===== src/rtl/vln_pkg.sv =====
// ----------------------------------------------------------------------------
// vln_pkg
// Shared types, constants and single-precision helper functions for the
// vector length / normalize pipeline (round to nearest even, subnormals kept).
// ----------------------------------------------------------------------------
package vln_pkg;

  localparam logic [31:0] QNanDflt  = 32'hFFC0_0000;  // invalid operation result
  localparam logic [31:0] DivNan    = 32'h7FC0_0000;  // zero over zero
  localparam logic [31:0] PosInf    = 32'h7F80_0000;
  localparam logic [31:0] QuietBit  = 32'h0040_0000;
  localparam logic [31:0] GuessSub  = 32'h0080_0000;
  localparam logic [31:0] GuessAdd  = 32'h2000_0000;
  localparam logic [31:0] OneF      = 32'h3F80_0000;
  localparam logic [31:0] HalfF     = 32'h3F00_0000;
  localparam int          DivSteps  = 26;

  typedef logic signed [10:0] exp_t;

  // unrounded result: 1 + 23 fraction + guard + round + sticky
  typedef struct packed {
    logic        spec;
    logic [31:0] bits;
    logic        sgn;
    exp_t        exp;
    logic [26:0] man;
  } unr_t;

  typedef struct packed {
    logic        spec;
    logic [31:0] bits;
    logic        sgn;
    exp_t        exp;
    logic [47:0] prod;
  } mulp_t;

  typedef struct packed {
    logic        spec;
    logic [31:0] bits;
    logic        sgn;
    logic        sub;
    exp_t        exp;
    logic [26:0] big;
    logic [26:0] al;
  } addp_t;

  typedef struct packed {
    logic        spec;
    logic [31:0] bits;
    logic        sgn;
    exp_t        exp;
    logic [23:0] md;
    logic [24:0] rem;
    logic [25:0] q;
  } divi_t;

  function automatic logic is_nan(input logic [31:0] x);
    return (x[30:23] == 8'hFF) && (x[22:0] != 23'd0);
  endfunction

  function automatic logic is_inf(input logic [31:0] x);
    return (x[30:23] == 8'hFF) && (x[22:0] == 23'd0);
  endfunction

  function automatic logic is_zero(input logic [31:0] x);
    return x[30:0] == 31'd0;
  endfunction

  function automatic logic [7:0] ef(input logic [31:0] x);
    return (x[30:23] == 8'd0) ? 8'd1 : x[30:23];
  endfunction

  function automatic logic [23:0] mant(input logic [31:0] x);
    return {x[30:23] != 8'd0, x[22:0]};
  endfunction

  function automatic logic [5:0] lzc48(input logic [47:0] v);
    logic [5:0] n;
    n = 6'd0;
    for (int i = 0; i < 48; i++) begin
      if (v[i]) n = 6'(47 - i);
    end
    return n;
  endfunction

  function automatic logic [31:0] round_pack(input unr_t u);
    logic [4:0]  sh;
    logic [26:0] m;
    logic        stk;
    logic        up;
    logic [24:0] r;
    logic [30:0] tot;
    exp_t        amt;
    sh  = 5'd0;
    amt = exp_t'(1) - u.exp;
    if (u.spec) return u.bits;
    if (u.exp >= exp_t'(255)) return {u.sgn, PosInf[30:0]};
    if (u.exp < exp_t'(1)) sh = (amt > exp_t'(27)) ? 5'd27 : amt[4:0];
    m   = u.man >> sh;
    stk = |(u.man & ~(27'h7FF_FFFF << sh));
    up  = m[2] & (m[3] | m[1] | m[0] | stk);
    r   = {1'b0, m[26:3]} + 25'(up);
    if (u.exp >= exp_t'(1)) tot = {u.exp[7:0] - 8'd1, 23'd0} + 31'(r);
    else tot = 31'(r);
    return {u.sgn, tot};
  endfunction

  function automatic mulp_t mul_pre(input logic [31:0] a, input logic [31:0] b);
    mulp_t r;
    r.spec = 1'b1;
    r.bits = '0;
    r.sgn  = a[31] ^ b[31];
    r.exp  = exp_t'({3'b0, ef(a)}) + exp_t'({3'b0, ef(b)}) - exp_t'(126);
    r.prod = mant(a) * mant(b);
    if (is_nan(a)) r.bits = a | QuietBit;
    else if (is_nan(b)) r.bits = b | QuietBit;
    else if ((is_inf(a) && is_zero(b)) || (is_zero(a) && is_inf(b))) r.bits = QNanDflt;
    else if (is_inf(a) || is_inf(b)) r.bits = {r.sgn, PosInf[30:0]};
    else if (is_zero(a) || is_zero(b)) r.bits = {r.sgn, 31'd0};
    else r.spec = 1'b0;
    return r;
  endfunction

  function automatic unr_t mul_norm(input mulp_t p);
    unr_t        r;
    logic [5:0]  lz;
    logic [47:0] sh;
    lz     = lzc48(p.prod);
    sh     = p.prod << lz;
    r.spec = p.spec;
    r.bits = p.bits;
    r.sgn  = p.sgn;
    r.exp  = p.exp - exp_t'({5'b0, lz});
    r.man  = {sh[47:22], |sh[21:0]};
    return r;
  endfunction

  function automatic addp_t add_pre(input logic [31:0] a, input logic [31:0] b);
    addp_t       r;
    logic        swap;
    logic [31:0] x;
    logic [31:0] y;
    logic [7:0]  d;
    logic [26:0] sm;
    swap   = b[30:0] > a[30:0];
    x      = swap ? b : a;
    y      = swap ? a : b;
    d      = ef(x) - ef(y);
    sm     = {mant(y), 3'b0};
    r.sgn  = x[31];
    r.sub  = a[31] ^ b[31];
    r.exp  = exp_t'({3'b0, ef(x)});
    r.big  = {mant(x), 3'b0};
    if (d >= 8'd27) r.al = {26'd0, |sm};
    else r.al = (sm >> d) | {26'd0, |(sm & ~(27'h7FF_FFFF << d))};
    r.spec = 1'b1;
    r.bits = '0;
    if (is_nan(a)) r.bits = a | QuietBit;
    else if (is_nan(b)) r.bits = b | QuietBit;
    else if (is_inf(a) && is_inf(b) && r.sub) r.bits = QNanDflt;
    else if (is_inf(a)) r.bits = a;
    else if (is_inf(b)) r.bits = b;
    else r.spec = 1'b0;
    return r;
  endfunction

  function automatic unr_t add_norm(input addp_t p);
    unr_t        r;
    logic [27:0] sum;
    logic [5:0]  lz;
    sum    = p.sub ? ({1'b0, p.big} - {1'b0, p.al}) : ({1'b0, p.big} + {1'b0, p.al});
    lz     = lzc48({sum[26:0], 21'd0});
    r.spec = p.spec;
    r.bits = p.bits;
    r.sgn  = p.sgn;
    r.exp  = p.exp - exp_t'({5'b0, lz});
    r.man  = sum[26:0] << lz;
    if (!p.spec && sum == 28'd0) begin
      r.spec = 1'b1;
      r.bits = {p.sgn & ~p.sub, 31'd0};
    end else if (sum[27]) begin
      r.exp = p.exp + exp_t'(1);
      r.man = {sum[27:2], sum[1] | sum[0]};
    end
    return r;
  endfunction

  function automatic divi_t div_pre(input logic [31:0] n, input logic [31:0] d);
    divi_t       r;
    logic [5:0]  lzn;
    logic [5:0]  lzd;
    logic [23:0] mn;
    logic [23:0] md;
    lzn    = lzc48({mant(n), 24'd0});
    lzd    = lzc48({mant(d), 24'd0});
    mn     = mant(n) << lzn;
    md     = mant(d) << lzd;
    r.sgn  = n[31] ^ d[31];
    r.exp  = exp_t'({3'b0, ef(n)}) - exp_t'({5'b0, lzn}) - exp_t'({3'b0, ef(d)})
           + exp_t'({5'b0, lzd}) + exp_t'(127);
    r.md   = md;
    r.q    = '0;
    r.rem  = {1'b0, mn};
    if (mn < md) begin
      r.rem = {mn, 1'b0};
      r.exp = r.exp - exp_t'(1);
    end
    r.spec = 1'b1;
    r.bits = '0;
    if (is_zero(d)) begin
      if (is_nan(n)) r.bits = n | QuietBit;
      else if (is_zero(n)) r.bits = DivNan;
      else r.bits = {r.sgn, PosInf[30:0]};
    end else if (is_nan(n)) r.bits = n | QuietBit;
    else if (is_nan(d)) r.bits = d | QuietBit;
    else if (is_inf(n) && is_inf(d)) r.bits = QNanDflt;
    else if (is_inf(n)) r.bits = {r.sgn, PosInf[30:0]};
    else if (is_inf(d) || is_zero(n)) r.bits = {r.sgn, 31'd0};
    else r.spec = 1'b0;
    return r;
  endfunction

  function automatic divi_t div_step(input divi_t s);
    divi_t       r;
    logic        ge;
    logic [24:0] diff;
    r     = s;
    ge    = s.rem >= {1'b0, s.md};
    diff  = ge ? (s.rem - {1'b0, s.md}) : s.rem;
    r.rem = {diff[23:0], 1'b0};
    r.q   = {s.q[24:0], ge};
    return r;
  endfunction

  function automatic unr_t div_fin(input divi_t s);
    unr_t r;
    r.spec = s.spec;
    r.bits = s.bits;
    r.sgn  = s.sgn;
    r.exp  = s.exp;
    r.man  = {s.q, s.rem != 25'd0};
    return r;
  endfunction

endpackage


===== src/rtl/vln_fdiv.sv =====
// ----------------------------------------------------------------------------
// vln_fdiv
// Pipelined single-precision divider: unpack, one quotient bit per stage,
// round. Zero divisors give signed infinity, or NaN for zero over zero or a NaN numerator.
// ----------------------------------------------------------------------------
module vln_fdiv import vln_pkg::*; #(
  parameter int SideW = 1
) (
  input  logic              clk_i,
  input  logic              rst_ni,
  input  logic              en_i,
  input  logic              valid_i,
  input  logic [31:0]       num_i,
  input  logic [31:0]       den_i,
  input  logic [SideW-1:0]  side_i,
  output logic              valid_o,
  output logic [31:0]       res_o,
  output logic [SideW-1:0]  side_o
);

  logic [DivSteps+1:0]  v_q;
  divi_t                st_q [DivSteps+1];
  logic [SideW-1:0]     sd_q [DivSteps+1];
  logic [31:0]          res_q;
  logic [SideW-1:0]     sdo_q;

  always_ff @(posedge clk_i or negedge rst_ni) begin
    if (!rst_ni) begin
      v_q <= '0;
    end else if (en_i) begin
      v_q <= {v_q[DivSteps:0], valid_i};
    end
  end

  always_ff @(posedge clk_i) begin
    if (en_i) begin
      st_q[0] <= div_pre(num_i, den_i);
      sd_q[0] <= side_i;
      for (int k = 1; k <= DivSteps; k++) begin
        st_q[k] <= div_step(st_q[k-1]);
        sd_q[k] <= sd_q[k-1];
      end
      res_q <= round_pack(div_fin(st_q[DivSteps]));
      sdo_q <= sd_q[DivSteps];
    end
  end

  assign valid_o = v_q[DivSteps+1];
  assign res_o   = res_q;
  assign side_o  = sdo_q;

endmodule


===== config.mk =====
export PLATFORM = sky130hd
export DESIGN_NAME = vln_fdiv
export DESIGN_NICKNAME = d
export VERILOG_FILES = /design/src/rtl/vln_pkg.sv /design/src/rtl/vln_fdiv.sv
export SDC_FILE = /design/constraint.sdc
export NUM_CORES = 2
export LEC_CHECK = 0
export BUFFER_PORTS_ARGS = -buffer_cell sky130_fd_sc_hd__clkbuf_2
export CORE_AREA = 2 2 494 546
export CTS_CLUSTER_SIZE = 8
export DETAILED_ROUTE_END_ITERATION = 8
export DIE_AREA = 0 0 496 548
export PLACE_DENSITY = 0.63
export SETUP_SLACK_MARGIN = 0.15
export SLEW_MARGIN = 20
export SYNTH_ARGS = -nofsm -noshare
export SYNTH_HDL_FRONTEND = slang
export SYNTH_SLANG_ARGS = --single-unit

===== constraint.sdc =====
create_clock -name clk_i -period 8.15 [get_ports clk_i]
set_input_delay 1.2225 -clock clk_i [delete_from_list [all_inputs] [get_ports clk_i]]
set_output_delay 1.2225 -clock clk_i [all_outputs]
set_load 0.01 [all_outputs]

==> results.txt <==
Synth warnings: 0
Die Wd: 496 µm
Hpwl dp: 217 mm
CTS Sinks: 2927
Post-synth ARST share: 0.00957
Syn Area/Cell: 13.5 µm²
Grt met3 use: 0.0289
Number of synthesized flops with an enable pin: 2899
Final Skew: 0.108 ns
Num CTS Buffers: 409
Synth area leader: edfxtp_1
Hold Buf Count CTS: 0
CTS H-tree depth: 5
Sequential standard cell area: 0.0878 mm²
Synth unique cells: 99
Drt via density: 5.54
Post-Synthesis Cell Area: 0.133 mm²
Drt pass-1 iters: 6
RePlAce Congestion: 0.925
Die Ht: 548 µm
Synth Instances: 9787
PortBufs: 102
Area delta synth->final: 12.3%
Synth top area share: 0.657
Area occupied by multi-input gates: 0.0407 mm²
Commonest non-fill, non-tap cell in the layout: edfxtp_1
Ys flop type: edfxtp_1
Seq/Total Area, Yosys: 0.662
Final-report hold violation count: 0
CTS tree: done
Proportion of layout cells with a drive suffix above 1: 0.104
Max capacitance violation total: 0
Final worst setup slack: 1.08 ns
First-pass GRT wire length: 454 mm
RSZ-0062 raised after global routing: false
Initial antenna violation count: 7
Fin crit period: 7.07 ns
Cts repair resizes: 0
Critical path startpoint category: register
IO Pins: 103
Initial Util: 0.498
Pre-CTS setup slack: 0.447 ns
CP arrival: 7.70 ns
Clk slew on worst S/H paths: 0.05 ns
Gr ovfl total: 0
Fmax: 141 MHz
Total routed wirelength: 299 mm
Crit path max fanout: 21
Met1 usage: 0.266
Detail Route Antenna Nets: 0
Peak supply drop: 0.220 mV
Critical Path RT: 8.78 ns
Total Die Area: 0.272 mm²
Worst hold path class: reg -> reg
Root buf cell: clkbuf_16
Setup violators final: 0
Power per cell area: 358 mW/mm²
Nets: 11000
Max-slew headroom: 0.280
Num rows: 199
DRT iter0 DRCs: 5225
Postcts setup bufs: 0
Number of global-route vias before repair: 76700
Leak: 57.7 nW
Least-Margin Pin Slew: 1.07 ns
Most frequent cells in the layout: edfxtp_1 (2899), inv_1 (937), nand2_1 (734), ha_1 (672), o21ai_0 (626)
Busiest grt layer: met2
Slew Limit Fails: 0
Max clock buf depth: 4
Pin count of the biggest net entering global routing: 199
Hold_ws: 0.311 ns
Ranking of synthesized cells by area: edfxtp_1 (66%), ha_1 (6.3%), inv_1 (2.7%)
Crit. End Element: register
Period Utilization, post-route: 0.868
DRC: 0
Detailed-route via count: 76500
Synthesized Nets: 10600
Setup Total Neg Slack: 0 ns
Tot GR Track Use: 0.218
Wire per inst: 21.7 µm
Core box area: 0.266 mm²
Post-route core utilization: 0.560
Critical path class: reg -> reg
Outcome: finished clean
Layout fillers: 21200
Worst skew pair latency: 0.94 ns
Overall power: 0.0532 W
#FFs+latches synth: 2927
GRT met2 Usage: 0.394
==> synthesized netlist by cell type, types with 12 or more instances <==
| cell | n |
|---|---|
| edfxtp_1 | 2899 |
| inv_1 | 937 |
| nand2_1 | 734 |
| ha_1 | 672 |
| o21ai_0 | 626 |
| a21oi_1 | 520 |
| nor2_1 | 520 |
| mux2_2 | 286 |
| xnor2_1 | 259 |
| xor2_1 | 189 |
| a21o_1 | 184 |
| mux2i_1 | 157 |
| clkbuf_1 | 154 |
| nor3_1 | 135 |
| nand2b_1 | 122 |
| nand4_1 | 106 |
| o31ai_1 | 97 |
| nor2b_1 | 95 |
| and3_1 | 90 |
| nand3_1 | 82 |
| a21boi_0 | 80 |
| a211oi_1 | 68 |
| o21a_1 | 65 |
| a31oi_1 | 55 |
| nor4_1 | 45 |
| or2_2 | 43 |
| o21bai_1 | 40 |
| or3_1 | 34 |
| fa_1 | 33 |
| dfrtp_1 | 28 |
| or4_1 | 28 |
| a221oi_1 | 27 |
| and2_1 | 22 |
| o211ai_1 | 20 |
| nand3b_1 | 19 |
| and4_1 | 18 |
| o21ai_1 | 18 |
| a211o_1 | 17 |
| a311oi_1 | 13 |
| a22oi_1 | 12 |
| o22ai_1 | 12 |
==> per-layer routing <==
metal | vias up | wire length, µm
li1 | 36900 | -
met1 | 37600 | 122000
met2 | 1494 | 156000
met3 | 499 | 10700
met4 | 2 | 10100
met5 | - | 13
==> registers in the layout, summed over array words and instances (netlist names) <==
register,cells
st_q,2839
res_o,32
v_q,28
sd_q,27
side_o,1
==> cells by family (layout without fill, tap and decap cells) <==
logic type,count (synthesis),in the layout,share of synthesized area
compound gates,2000,2000,0.0936
other cells,1,11,0.0000283
xor+xnor,448,448,0.0296
buf+inv,1119,1606,0.0322
mux,449,449,0.0371
flops,2927,2927,0.662
fa+ha+maj,705,705,0.0684
simple gates,2138,2138,0.0771
==> report_power, final <==
part	internal [W]	switching, W
Combinational	0.00710	0.00968
Sequential	0.0203	0.00148
Clock	0.00886	0.00577
==> stage by stage <==
step                      cell area (µm²)  instances
after detailed placement           138000      13300
after global placement             138000      13300
after CTS                          149000      13800
after floorplan                    133000       9787
after global routing               149000      13800
final                              149000      13800
==> area by class of cell <==
cell class                      instances  share of cell area
Clock inverter                         24             0.00297
Timing Repair Buffer                  214              0.0109
Multi-Input combinational cell       5741               0.274
Sequential cell                      2927               0.590
Inverter                              939              0.0237
Antenna cell                           10            0.000168
Tap cell                             3517              0.0296
Clock buffer                          429              0.0694
==> final timing paths <==
| kind | start | to | slack [ns] | cells past startpoint |
|---|---|---|---|---|
| setup / recovery | st_q[1][1276] | res_o[30] | 1.08 | 25 |
| hold / removal | st_q[0][110] | st_q[0][230] | 0.31 | 0 |
| setup reg to reg | st_q[1][1276] | res_o[30] | 1.08 | 25 |
| hold reg to reg | st_q[0][110] | st_q[0][230] | 0.31 | 0 |
| max in group asynchronous | rst_ni | v_q[14] | 7.34 | 1 |
| min in group asynchronous | rst_ni | v_q[1] | 0.38 | 1 |
==> worst max-delay path: stages (launching register included) <==
cell and delay, ns:
edfxtp_1 0.53, inv_1 0.25, ha_1 0.35, nor3b_1 0.52
a31o_2 0.37, o211ai_1 0.24, o21a_2 0.49, mux2i_1 0.26
o22a_1 0.29, a31oi_1 0.40, o221ai_1 0.32, nor2_1 0.19
ha_1 0.24, nor4b_2 0.21, buf_4 0.17, nand4_2 0.16
nor3_2 0.33, and3_1 0.32, ha_1 0.17, a21oi_1 0.06
nor2_1 0.15, nand3_1 0.14, nor3_1 0.26, xnor2_1 0.10
a21oi_1 0.17, a21oi_1 0.06
Power figures use the tool's default switching activity.
