### config.mk
export PLATFORM = sky130hd
export DESIGN_NAME = vln_fmul
export DESIGN_NICKNAME = d
export VERILOG_FILES = /design/src/rtl/vln_pkg.sv /design/src/rtl/vln_fmul.sv
export SDC_FILE = /design/constraint.sdc
export NUM_CORES = 2
export LEC_CHECK = 0
export ABC_AREA = 1
export BUFFER_PORTS_ARGS = -buffer_cell sky130_fd_sc_hd__buf_2
export CAP_MARGIN = 20
export CORE_MARGIN = 1.5
export CORE_UTILIZATION = 40
export CTS_BUF_LIST = sky130_fd_sc_hd__clkbuf_16
export CTS_CLUSTER_SIZE = 40
export DETAILED_ROUTE_END_ITERATION = 7
export PLACE_DENSITY_LB_ADDON = 0.2
export SYNTH_ARGS = -nofsm -noshare
export SYNTH_HDL_FRONTEND = slang
export SYNTH_SLANG_ARGS = --single-unit
### constraint.sdc
create_clock -name clk_i -period 8.6 [get_ports clk_i]
set_input_delay 2.15 -clock clk_i [delete_from_list [all_inputs] [get_ports clk_i]]
set_output_delay 2.15 -clock clk_i [all_outputs]
set_load 0.02 [all_outputs]
### src/rtl/vln_pkg.sv
// ----------------------------------------------------------------------------
// vln_pkg
// Shared types, constants and single-precision helper functions for the
// vector length / normalize pipeline (round to nearest even, subnormals kept).
// ----------------------------------------------------------------------------
package vln_pkg;

  localparam logic [31:0] QNanDflt  = 32'hFFC0_0000;  // invalid operation result
  localparam logic [31:0] DivNan    = 32'h7FC0_0000;  // zero over zero
  localparam logic [31:0] PosInf    = 32'h7F80_0000;
  localparam logic [31:0] QuietBit  = 32'h0040_0000;
  localparam logic [31:0] GuessSub  = 32'h0080_0000;
  localparam logic [31:0] GuessAdd  = 32'h2000_0000;
  localparam logic [31:0] OneF      = 32'h3F80_0000;
  localparam logic [31:0] HalfF     = 32'h3F00_0000;
  localparam int          DivSteps  = 26;

  typedef logic signed [10:0] exp_t;

  // unrounded result: 1 + 23 fraction + guard + round + sticky
  typedef struct packed {
    logic        spec;
    logic [31:0] bits;
    logic        sgn;
    exp_t        exp;
    logic [26:0] man;
  } unr_t;

  typedef struct packed {
    logic        spec;
    logic [31:0] bits;
    logic        sgn;
    exp_t        exp;
    logic [47:0] prod;
  } mulp_t;

  typedef struct packed {
    logic        spec;
    logic [31:0] bits;
    logic        sgn;
    logic        sub;
    exp_t        exp;
    logic [26:0] big;
    logic [26:0] al;
  } addp_t;

  typedef struct packed {
    logic        spec;
    logic [31:0] bits;
    logic        sgn;
    exp_t        exp;
    logic [23:0] md;
    logic [24:0] rem;
    logic [25:0] q;
  } divi_t;

  function automatic logic is_nan(input logic [31:0] x);
    return (x[30:23] == 8'hFF) && (x[22:0] != 23'd0);
  endfunction

  function automatic logic is_inf(input logic [31:0] x);
    return (x[30:23] == 8'hFF) && (x[22:0] == 23'd0);
  endfunction

  function automatic logic is_zero(input logic [31:0] x);
    return x[30:0] == 31'd0;
  endfunction

  function automatic logic [7:0] ef(input logic [31:0] x);
    return (x[30:23] == 8'd0) ? 8'd1 : x[30:23];
  endfunction

  function automatic logic [23:0] mant(input logic [31:0] x);
    return {x[30:23] != 8'd0, x[22:0]};
  endfunction

  function automatic logic [5:0] lzc48(input logic [47:0] v);
    logic [5:0] n;
    n = 6'd0;
    for (int i = 0; i < 48; i++) begin
      if (v[i]) n = 6'(47 - i);
    end
    return n;
  endfunction

  function automatic logic [31:0] round_pack(input unr_t u);
    logic [4:0]  sh;
    logic [26:0] m;
    logic        stk;
    logic        up;
    logic [24:0] r;
    logic [30:0] tot;
    exp_t        amt;
    sh  = 5'd0;
    amt = exp_t'(1) - u.exp;
    if (u.spec) return u.bits;
    if (u.exp >= exp_t'(255)) return {u.sgn, PosInf[30:0]};
    if (u.exp < exp_t'(1)) sh = (amt > exp_t'(27)) ? 5'd27 : amt[4:0];
    m   = u.man >> sh;
    stk = |(u.man & ~(27'h7FF_FFFF << sh));
    up  = m[2] & (m[3] | m[1] | m[0] | stk);
    r   = {1'b0, m[26:3]} + 25'(up);
    if (u.exp >= exp_t'(1)) tot = {u.exp[7:0] - 8'd1, 23'd0} + 31'(r);
    else tot = 31'(r);
    return {u.sgn, tot};
  endfunction

  function automatic mulp_t mul_pre(input logic [31:0] a, input logic [31:0] b);
    mulp_t r;
    r.spec = 1'b1;
    r.bits = '0;
    r.sgn  = a[31] ^ b[31];
    r.exp  = exp_t'({3'b0, ef(a)}) + exp_t'({3'b0, ef(b)}) - exp_t'(126);
    r.prod = mant(a) * mant(b);
    if (is_nan(a)) r.bits = a | QuietBit;
    else if (is_nan(b)) r.bits = b | QuietBit;
    else if ((is_inf(a) && is_zero(b)) || (is_zero(a) && is_inf(b))) r.bits = QNanDflt;
    else if (is_inf(a) || is_inf(b)) r.bits = {r.sgn, PosInf[30:0]};
    else if (is_zero(a) || is_zero(b)) r.bits = {r.sgn, 31'd0};
    else r.spec = 1'b0;
    return r;
  endfunction

  function automatic unr_t mul_norm(input mulp_t p);
    unr_t        r;
    logic [5:0]  lz;
    logic [47:0] sh;
    lz     = lzc48(p.prod);
    sh     = p.prod << lz;
    r.spec = p.spec;
    r.bits = p.bits;
    r.sgn  = p.sgn;
    r.exp  = p.exp - exp_t'({5'b0, lz});
    r.man  = {sh[47:22], |sh[21:0]};
    return r;
  endfunction

  function automatic addp_t add_pre(input logic [31:0] a, input logic [31:0] b);
    addp_t       r;
    logic        swap;
    logic [31:0] x;
    logic [31:0] y;
    logic [7:0]  d;
    logic [26:0] sm;
    swap   = b[30:0] > a[30:0];
    x      = swap ? b : a;
    y      = swap ? a : b;
    d      = ef(x) - ef(y);
    sm     = {mant(y), 3'b0};
    r.sgn  = x[31];
    r.sub  = a[31] ^ b[31];
    r.exp  = exp_t'({3'b0, ef(x)});
    r.big  = {mant(x), 3'b0};
    if (d >= 8'd27) r.al = {26'd0, |sm};
    else r.al = (sm >> d) | {26'd0, |(sm & ~(27'h7FF_FFFF << d))};
    r.spec = 1'b1;
    r.bits = '0;
    if (is_nan(a)) r.bits = a | QuietBit;
    else if (is_nan(b)) r.bits = b | QuietBit;
    else if (is_inf(a) && is_inf(b) && r.sub) r.bits = QNanDflt;
    else if (is_inf(a)) r.bits = a;
    else if (is_inf(b)) r.bits = b;
    else r.spec = 1'b0;
    return r;
  endfunction

  function automatic unr_t add_norm(input addp_t p);
    unr_t        r;
    logic [27:0] sum;
    logic [5:0]  lz;
    sum    = p.sub ? ({1'b0, p.big} - {1'b0, p.al}) : ({1'b0, p.big} + {1'b0, p.al});
    lz     = lzc48({sum[26:0], 21'd0});
    r.spec = p.spec;
    r.bits = p.bits;
    r.sgn  = p.sgn;
    r.exp  = p.exp - exp_t'({5'b0, lz});
    r.man  = sum[26:0] << lz;
    if (!p.spec && sum == 28'd0) begin
      r.spec = 1'b1;
      r.bits = {p.sgn & ~p.sub, 31'd0};
    end else if (sum[27]) begin
      r.exp = p.exp + exp_t'(1);
      r.man = {sum[27:2], sum[1] | sum[0]};
    end
    return r;
  endfunction

  function automatic divi_t div_pre(input logic [31:0] n, input logic [31:0] d);
    divi_t       r;
    logic [5:0]  lzn;
    logic [5:0]  lzd;
    logic [23:0] mn;
    logic [23:0] md;
    lzn    = lzc48({mant(n), 24'd0});
    lzd    = lzc48({mant(d), 24'd0});
    mn     = mant(n) << lzn;
    md     = mant(d) << lzd;
    r.sgn  = n[31] ^ d[31];
    r.exp  = exp_t'({3'b0, ef(n)}) - exp_t'({5'b0, lzn}) - exp_t'({3'b0, ef(d)})
           + exp_t'({5'b0, lzd}) + exp_t'(127);
    r.md   = md;
    r.q    = '0;
    r.rem  = {1'b0, mn};
    if (mn < md) begin
      r.rem = {mn, 1'b0};
      r.exp = r.exp - exp_t'(1);
    end
    r.spec = 1'b1;
    r.bits = '0;
    if (is_zero(d)) begin
      if (is_nan(n)) r.bits = n | QuietBit;
      else if (is_zero(n)) r.bits = DivNan;
      else r.bits = {r.sgn, PosInf[30:0]};
    end else if (is_nan(n)) r.bits = n | QuietBit;
    else if (is_nan(d)) r.bits = d | QuietBit;
    else if (is_inf(n) && is_inf(d)) r.bits = QNanDflt;
    else if (is_inf(n)) r.bits = {r.sgn, PosInf[30:0]};
    else if (is_inf(d) || is_zero(n)) r.bits = {r.sgn, 31'd0};
    else r.spec = 1'b0;
    return r;
  endfunction

  function automatic divi_t div_step(input divi_t s);
    divi_t       r;
    logic        ge;
    logic [24:0] diff;
    r     = s;
    ge    = s.rem >= {1'b0, s.md};
    diff  = ge ? (s.rem - {1'b0, s.md}) : s.rem;
    r.rem = {diff[23:0], 1'b0};
    r.q   = {s.q[24:0], ge};
    return r;
  endfunction

  function automatic unr_t div_fin(input divi_t s);
    unr_t r;
    r.spec = s.spec;
    r.bits = s.bits;
    r.sgn  = s.sgn;
    r.exp  = s.exp;
    r.man  = {s.q, s.rem != 25'd0};
    return r;
  endfunction

endpackage

### src/rtl/vln_fmul.sv
// ----------------------------------------------------------------------------
// vln_fmul
// Three-stage single-precision multiplier, Lanes wide, with side data.
// ----------------------------------------------------------------------------
module vln_fmul import vln_pkg::*; #(
  parameter int Lanes = 1,
  parameter int SideW = 1
) (
  input  logic                        clk_i,
  input  logic                        rst_ni,
  input  logic                        en_i,
  input  logic                        valid_i,
  input  logic [Lanes-1:0][31:0]      a_i,
  input  logic [Lanes-1:0][31:0]      b_i,
  input  logic [SideW-1:0]            side_i,
  output logic                        valid_o,
  output logic [Lanes-1:0][31:0]      res_o,
  output logic [SideW-1:0]            side_o
);

  logic [2:0]               v_q;
  mulp_t                    s1_q [Lanes];
  unr_t                     s2_q [Lanes];
  logic [Lanes-1:0][31:0]   s3_q;
  logic [SideW-1:0]         sd1_q, sd2_q, sd3_q;

  always_ff @(posedge clk_i or negedge rst_ni) begin
    if (!rst_ni) begin
      v_q <= '0;
    end else if (en_i) begin
      v_q <= {v_q[1:0], valid_i};
    end
  end

  always_ff @(posedge clk_i) begin
    if (en_i) begin
      for (int l = 0; l < Lanes; l++) begin
        s1_q[l] <= mul_pre(a_i[l], b_i[l]);
        s2_q[l] <= mul_norm(s1_q[l]);
        s3_q[l] <= round_pack(s2_q[l]);
      end
      sd1_q <= side_i;
      sd2_q <= sd1_q;
      sd3_q <= sd2_q;
    end
  end

  assign valid_o = v_q[2];
  assign res_o   = s3_q;
  assign side_o  = sd3_q;

endmodule

==> impl_table.tex <==
\begin{tabular}{lr}
\hline
Metric & Value \\
\hline
\multicolumn{2}{l}{\textbf{STA}} \\
\quad Max Clock Freq & around 0.12 GHz \\
\quad Total of endpoints with negative setup slack in the final report & 0 \\
\quad Endpoints failing hold & 0 \\
\quad Pins over their slew limit & 0 \\
\quad Actual transition at the worst max-transition pin & approximately 950 ps \\
\quad Unrepaired setup endpoints after global routing & yes \\
\quad Final period demand of the worst path & $\sim$8500 ps \\
\quad Fin worst setup slack & 83.11 ps \\
\quad Worst Hold Slack & around 420 ps \\
\quad Max-slew headroom & 0.3664 \\
\quad Final period utilization & 0.9903 \\
\quad Clock tree skew after final layout & 20.26 ps \\
\multicolumn{2}{l}{\textbf{Cells and area}} \\
\quad Final Instance Count excl. Fillers & 5354 \\
\quad End-of-flow core utilization & 0.4654 \\
\quad Area growth, synth to finish & 14.73\% \\
\quad Share of post-route cells with drive strength above 1 & 0.1346 \\
\quad Count of fill cells added during filler insertion & about 7900 \\
\quad Nets & 5044 \\
\multicolumn{2}{l}{\textbf{Floorplan}} \\
\quad Count of pins on the block boundary & a little over 100 \\
\quad Starting Density & 0.4057 \\
\quad Die Footprint & $\sim$82000 µm² \\
\quad Die width & around 290 µm \\
\quad Number of placement rows & 103 \\
\quad Die boundary height & $\sim$290 µm \\
\quad Placeable core region & $\sim$80000 µm² \\
\multicolumn{2}{l}{\textbf{Status}} \\
\quad Result of the run & completed \\
\multicolumn{2}{l}{\textbf{Critical path}} \\
\quad Worst R2R End & res\_o[30]\$\_DFFE\_PP\_ \\
\quad Critical Path Source & b\_i[5] \\
\quad Reg-to-Reg Start & s2\_q[0][27]\$\_DFFE\_PP\_ \\
\quad Worst path required time & 8860 ps \\
\quad Crit path capture type & flop \\
\quad R2r setup slk & approximately 1100 ps \\
\quad Crit path max fanout & 9 \\
\quad Slowest cell delay on critical path & $\sim$550 ps \\
\quad Critical-path cell with the highest stage delay & sky130\_fd\_sc\_hd\_\_fa\_1 \\
\quad Depth of the worst register-to-register path & between 40 and 50 \\
\quad Worst endpoint data arrival time & 8780 ps \\
\quad CP most frequent cell & sky130\_fd\_sc\_hd\_\_nand2\_2 \\
\quad Kind of launch point of the worst setup path & primary input \\
\quad Kind of critical path & in2reg \\
\multicolumn{2}{l}{\textbf{Logic synthesis}} \\
\quad Number of storage elements in the synthesis netlist & roughly 200 \\
\quad Number of enable flip-flop cells after synthesis & 199 \\
\quad Share of flip-flops with an asynchronous set or reset & 0.01485 \\
\quad Library cell with the largest summed area after synthesis & sky130\_fd\_sc\_hd\_\_fa\_1 \\
\quad Most common cell in the synthesized netlist & sky130\_fd\_sc\_hd\_\_nand2\_1 \\
\quad Synth cell count leaders & 1069 x sky130\_fd\_sc\_hd\_\_nand2\_1, 920 x sky130\_fd\_sc\_hd\_\_inv\_1, 485 x sky130\_fd\_sc\_hd\_\_fa\_1 \\
\quad Post-synthesis cell count & 4087 \\
\quad Sequential cell area fraction in the yosys report & 0.1879 \\
\quad Area share of the largest cell type after synthesis & 0.3015 \\
\quad Syn avg cell area & about 8 µm² \\
\quad Net Count, Synth & 4844 \\
\quad Cells taking the most area after synthesis & sky130\_fd\_sc\_hd\_\_fa\_1 30\%, sky130\_fd\_sc\_hd\_\_edfxtp\_1 19\%, sky130\_fd\_sc\_hd\_\_nand2\_1 12\% \\
\quad Synthesized cell area & around 32000 µm² \\
\quad Synth unique cells & 67 \\
\quad Number of synthesis warnings & 0 \\
\quad Leading register cell type out of synthesis & sky130\_fd\_sc\_hd\_\_edfxtp\_1 \\
\multicolumn{2}{l}{\textbf{Placement}} \\
\quad Placed cell count & $\sim$5300 \\
\quad Port bufs & 102 \\
\quad Final HPWL from detailed placement & 81060 µm \\
\quad Setup slack after placement & -762.1 ps \\
\quad Final estimated routing congestion in global placement & 0.9673 \\
\multicolumn{2}{l}{\textbf{Clock tree}} \\
\quad Clock tree from TritonCTS & yes \\
\quad Clock slew seen by the registers of the worst setup and hold paths & roughly 60 ps \\
\quad TritonCTS Sinks & between 200 and 250 \\
\quad Number of buffers created by CTS & 22 \\
\quad Clock Latency Late Sink & 530 ps \\
\quad Clock tree root driver cell & sky130\_fd\_sc\_hd\_\_clkbuf\_16 \\
\quad H-tree depth reported by CTS & 1 \\
\quad Number of buffers on the longest clock path & 3 \\
\quad Number of hold-repair buffers added at the cts stage & 0 \\
\multicolumn{2}{l}{\textbf{Global routing}} \\
\quad Sum of overflow across all layers after global routing & 0 \\
\quad Largest net degree at the start of global routing & about 170 \\
\quad Vias in the first global route & around 27000 \\
\quad Initial antenna violation count & 6 \\
\quad First-pass GRT wire length & 151300 µm \\
\quad GRT Util Overall & 0.2360 \\
\multicolumn{2}{l}{\textbf{Detailed routing}} \\
\quad Pre-antenna DRT Iters & 6 \\
\quad Vias after detailed routing & approximately 27000 \\
\quad Final WL & between 90000 and 100000 µm \\
\quad Final ANT Viol Nets & 0 \\
\quad Drt initial violations & $\sim$1700 \\
\quad DRC violations left & 0 \\
\quad Vias per cell & 4.988 \\
\quad Average detailed-routed wire length per instance & roughly 18 µm \\
\multicolumn{2}{l}{\textbf{Flow run}} \\
\quad Max-cap violations & 0 \\
\multicolumn{2}{l}{\textbf{Hold path}} \\
\quad End of the worst hold path & s2\_q[0][66]\$\_DFFE\_PP\_ \\
\quad Class of the tightest hold or removal check & reg2reg \\
\quad Cell count of the worst hold path & 0 \\
\quad Min-delay src & s1\_q[0][87]\$\_DFFE\_PP\_ \\
\hline
\end{tabular}
routing by layer:
metal | track usage | vias to the layer above | routed length (µm)
met5 | 0 | - | 35
met4 | 0.05763 | 6 | 2610
met3 | 0.03545 | 134 | 5783
met2 | 0.3968 | 745 | 45310
met1 | 0.3194 | 12970 | 42690
li1 | - | 12850 | -
layout make-up:
type                    instances  area, µm²  area share
clock buffers                  22      550.5     0.01490
inverters                     934       3506     0.09488
multi-input cells            2725      22230      0.6017
diodes                          1      2.502  0.00006773
well taps                    1050       1314     0.03556
flip-flops and latches        202       6051      0.1638
clock inverters                18      185.2    0.005012
repair buffers                402       3109     0.08415
flip-flops by register name (all words and copies together), names as in the netlist:
name / flops
s1_q: 92
s2_q: 72
res_o: 32
v_q: 3
sd1_q: 1
sd2_q: 1
side_o: 1
logic make-up after synthesis:
logic type / synth area share
and+or+nand+nor: 0.1981
AOI/OAI and AO/OA: 0.07207
buffers and inverters: 0.1364
DFF: 0.1879
xor gates and xnor gates: 0.02040
adders and majority gates: 0.3803
muxes: 0.004856
worst max-delay path: cells and delay by family:
family,cells,cell delay [ps]
AO/OA/AOI/OAI,6,1040
XOR/XNOR,1,140
adder cells (fa/ha/maj),8,3460
buffers and inverters,8,580
AND/OR/NAND/NOR,20,1390
through the flow:
stage / area (µm²) / setup TNS (ps)
after floorplan: 32780 / -1923
after global placement: 35590 / -7026
after detailed placement: 35590 / -7737
after global routing: 36950 / -1280
after CTS: 36420 / 0
final: 36950 / 0
layout by cell type, fill, tap and decap left out, drive strengths merged, types with 2 or more instances in the layout:
cell     synthesis  routed
or4              2       2
o21a             5       5
mux2i           10      10
and2             7       7
nand2         1072    1072
edfxtp         199     199
inv            932     936
or3              3       3
o211a            2       2
xnor2           19      19
a31oi            9       9
nor3            31      31
dfrtp            3       3
fa             485     485
nand4           38      38
ha             203     203
a2111oi          2       2
o2111ai          9       9
a22o             3       3
clkinv           2      12
o31ai           10      10
bufinv           0       3
xor2            56      56
a21oi          103     103
a211oi           9       9
or2             12      12
o21ai          203     203
o211ai           9       9
clkbuf         207      24
o22ai            9       9
mux2             5       5
a32o             8       8
nor2           162     162
a221oi           2       2
o21bai           5       5
buf             19     400
nand3          194     194
nor4            23      23
a21o             5       5
what timing repair did:
item                       4_1_cts  5_1_grt
setup buffers                    1       17
pin swaps                        6       69
setup endpoints to repair        9       12
gates resized for setup         25      114
worst max-delay path by stage:
stage	to	slack, ps	cells after the start
global placement	s1_q[0][46]$_DFFE_PP_	-710	39
CTS	s1_q[0][47]$_DFFE_PP_	4	38
detailed placement	s1_q[0][47]$_DFFE_PP_	-760	48
global route	s1_q[0][45]$_DFFE_PP_	-290	45
floorplan	s1_q[0][46]$_DFFE_PP_	-430	39
finish	s1_q[0][45]$_DFFE_PP_	80	43
Power is not shown: default switching activity piles up to over one toggle a cycle in this logic, so the estimate is an artifact.
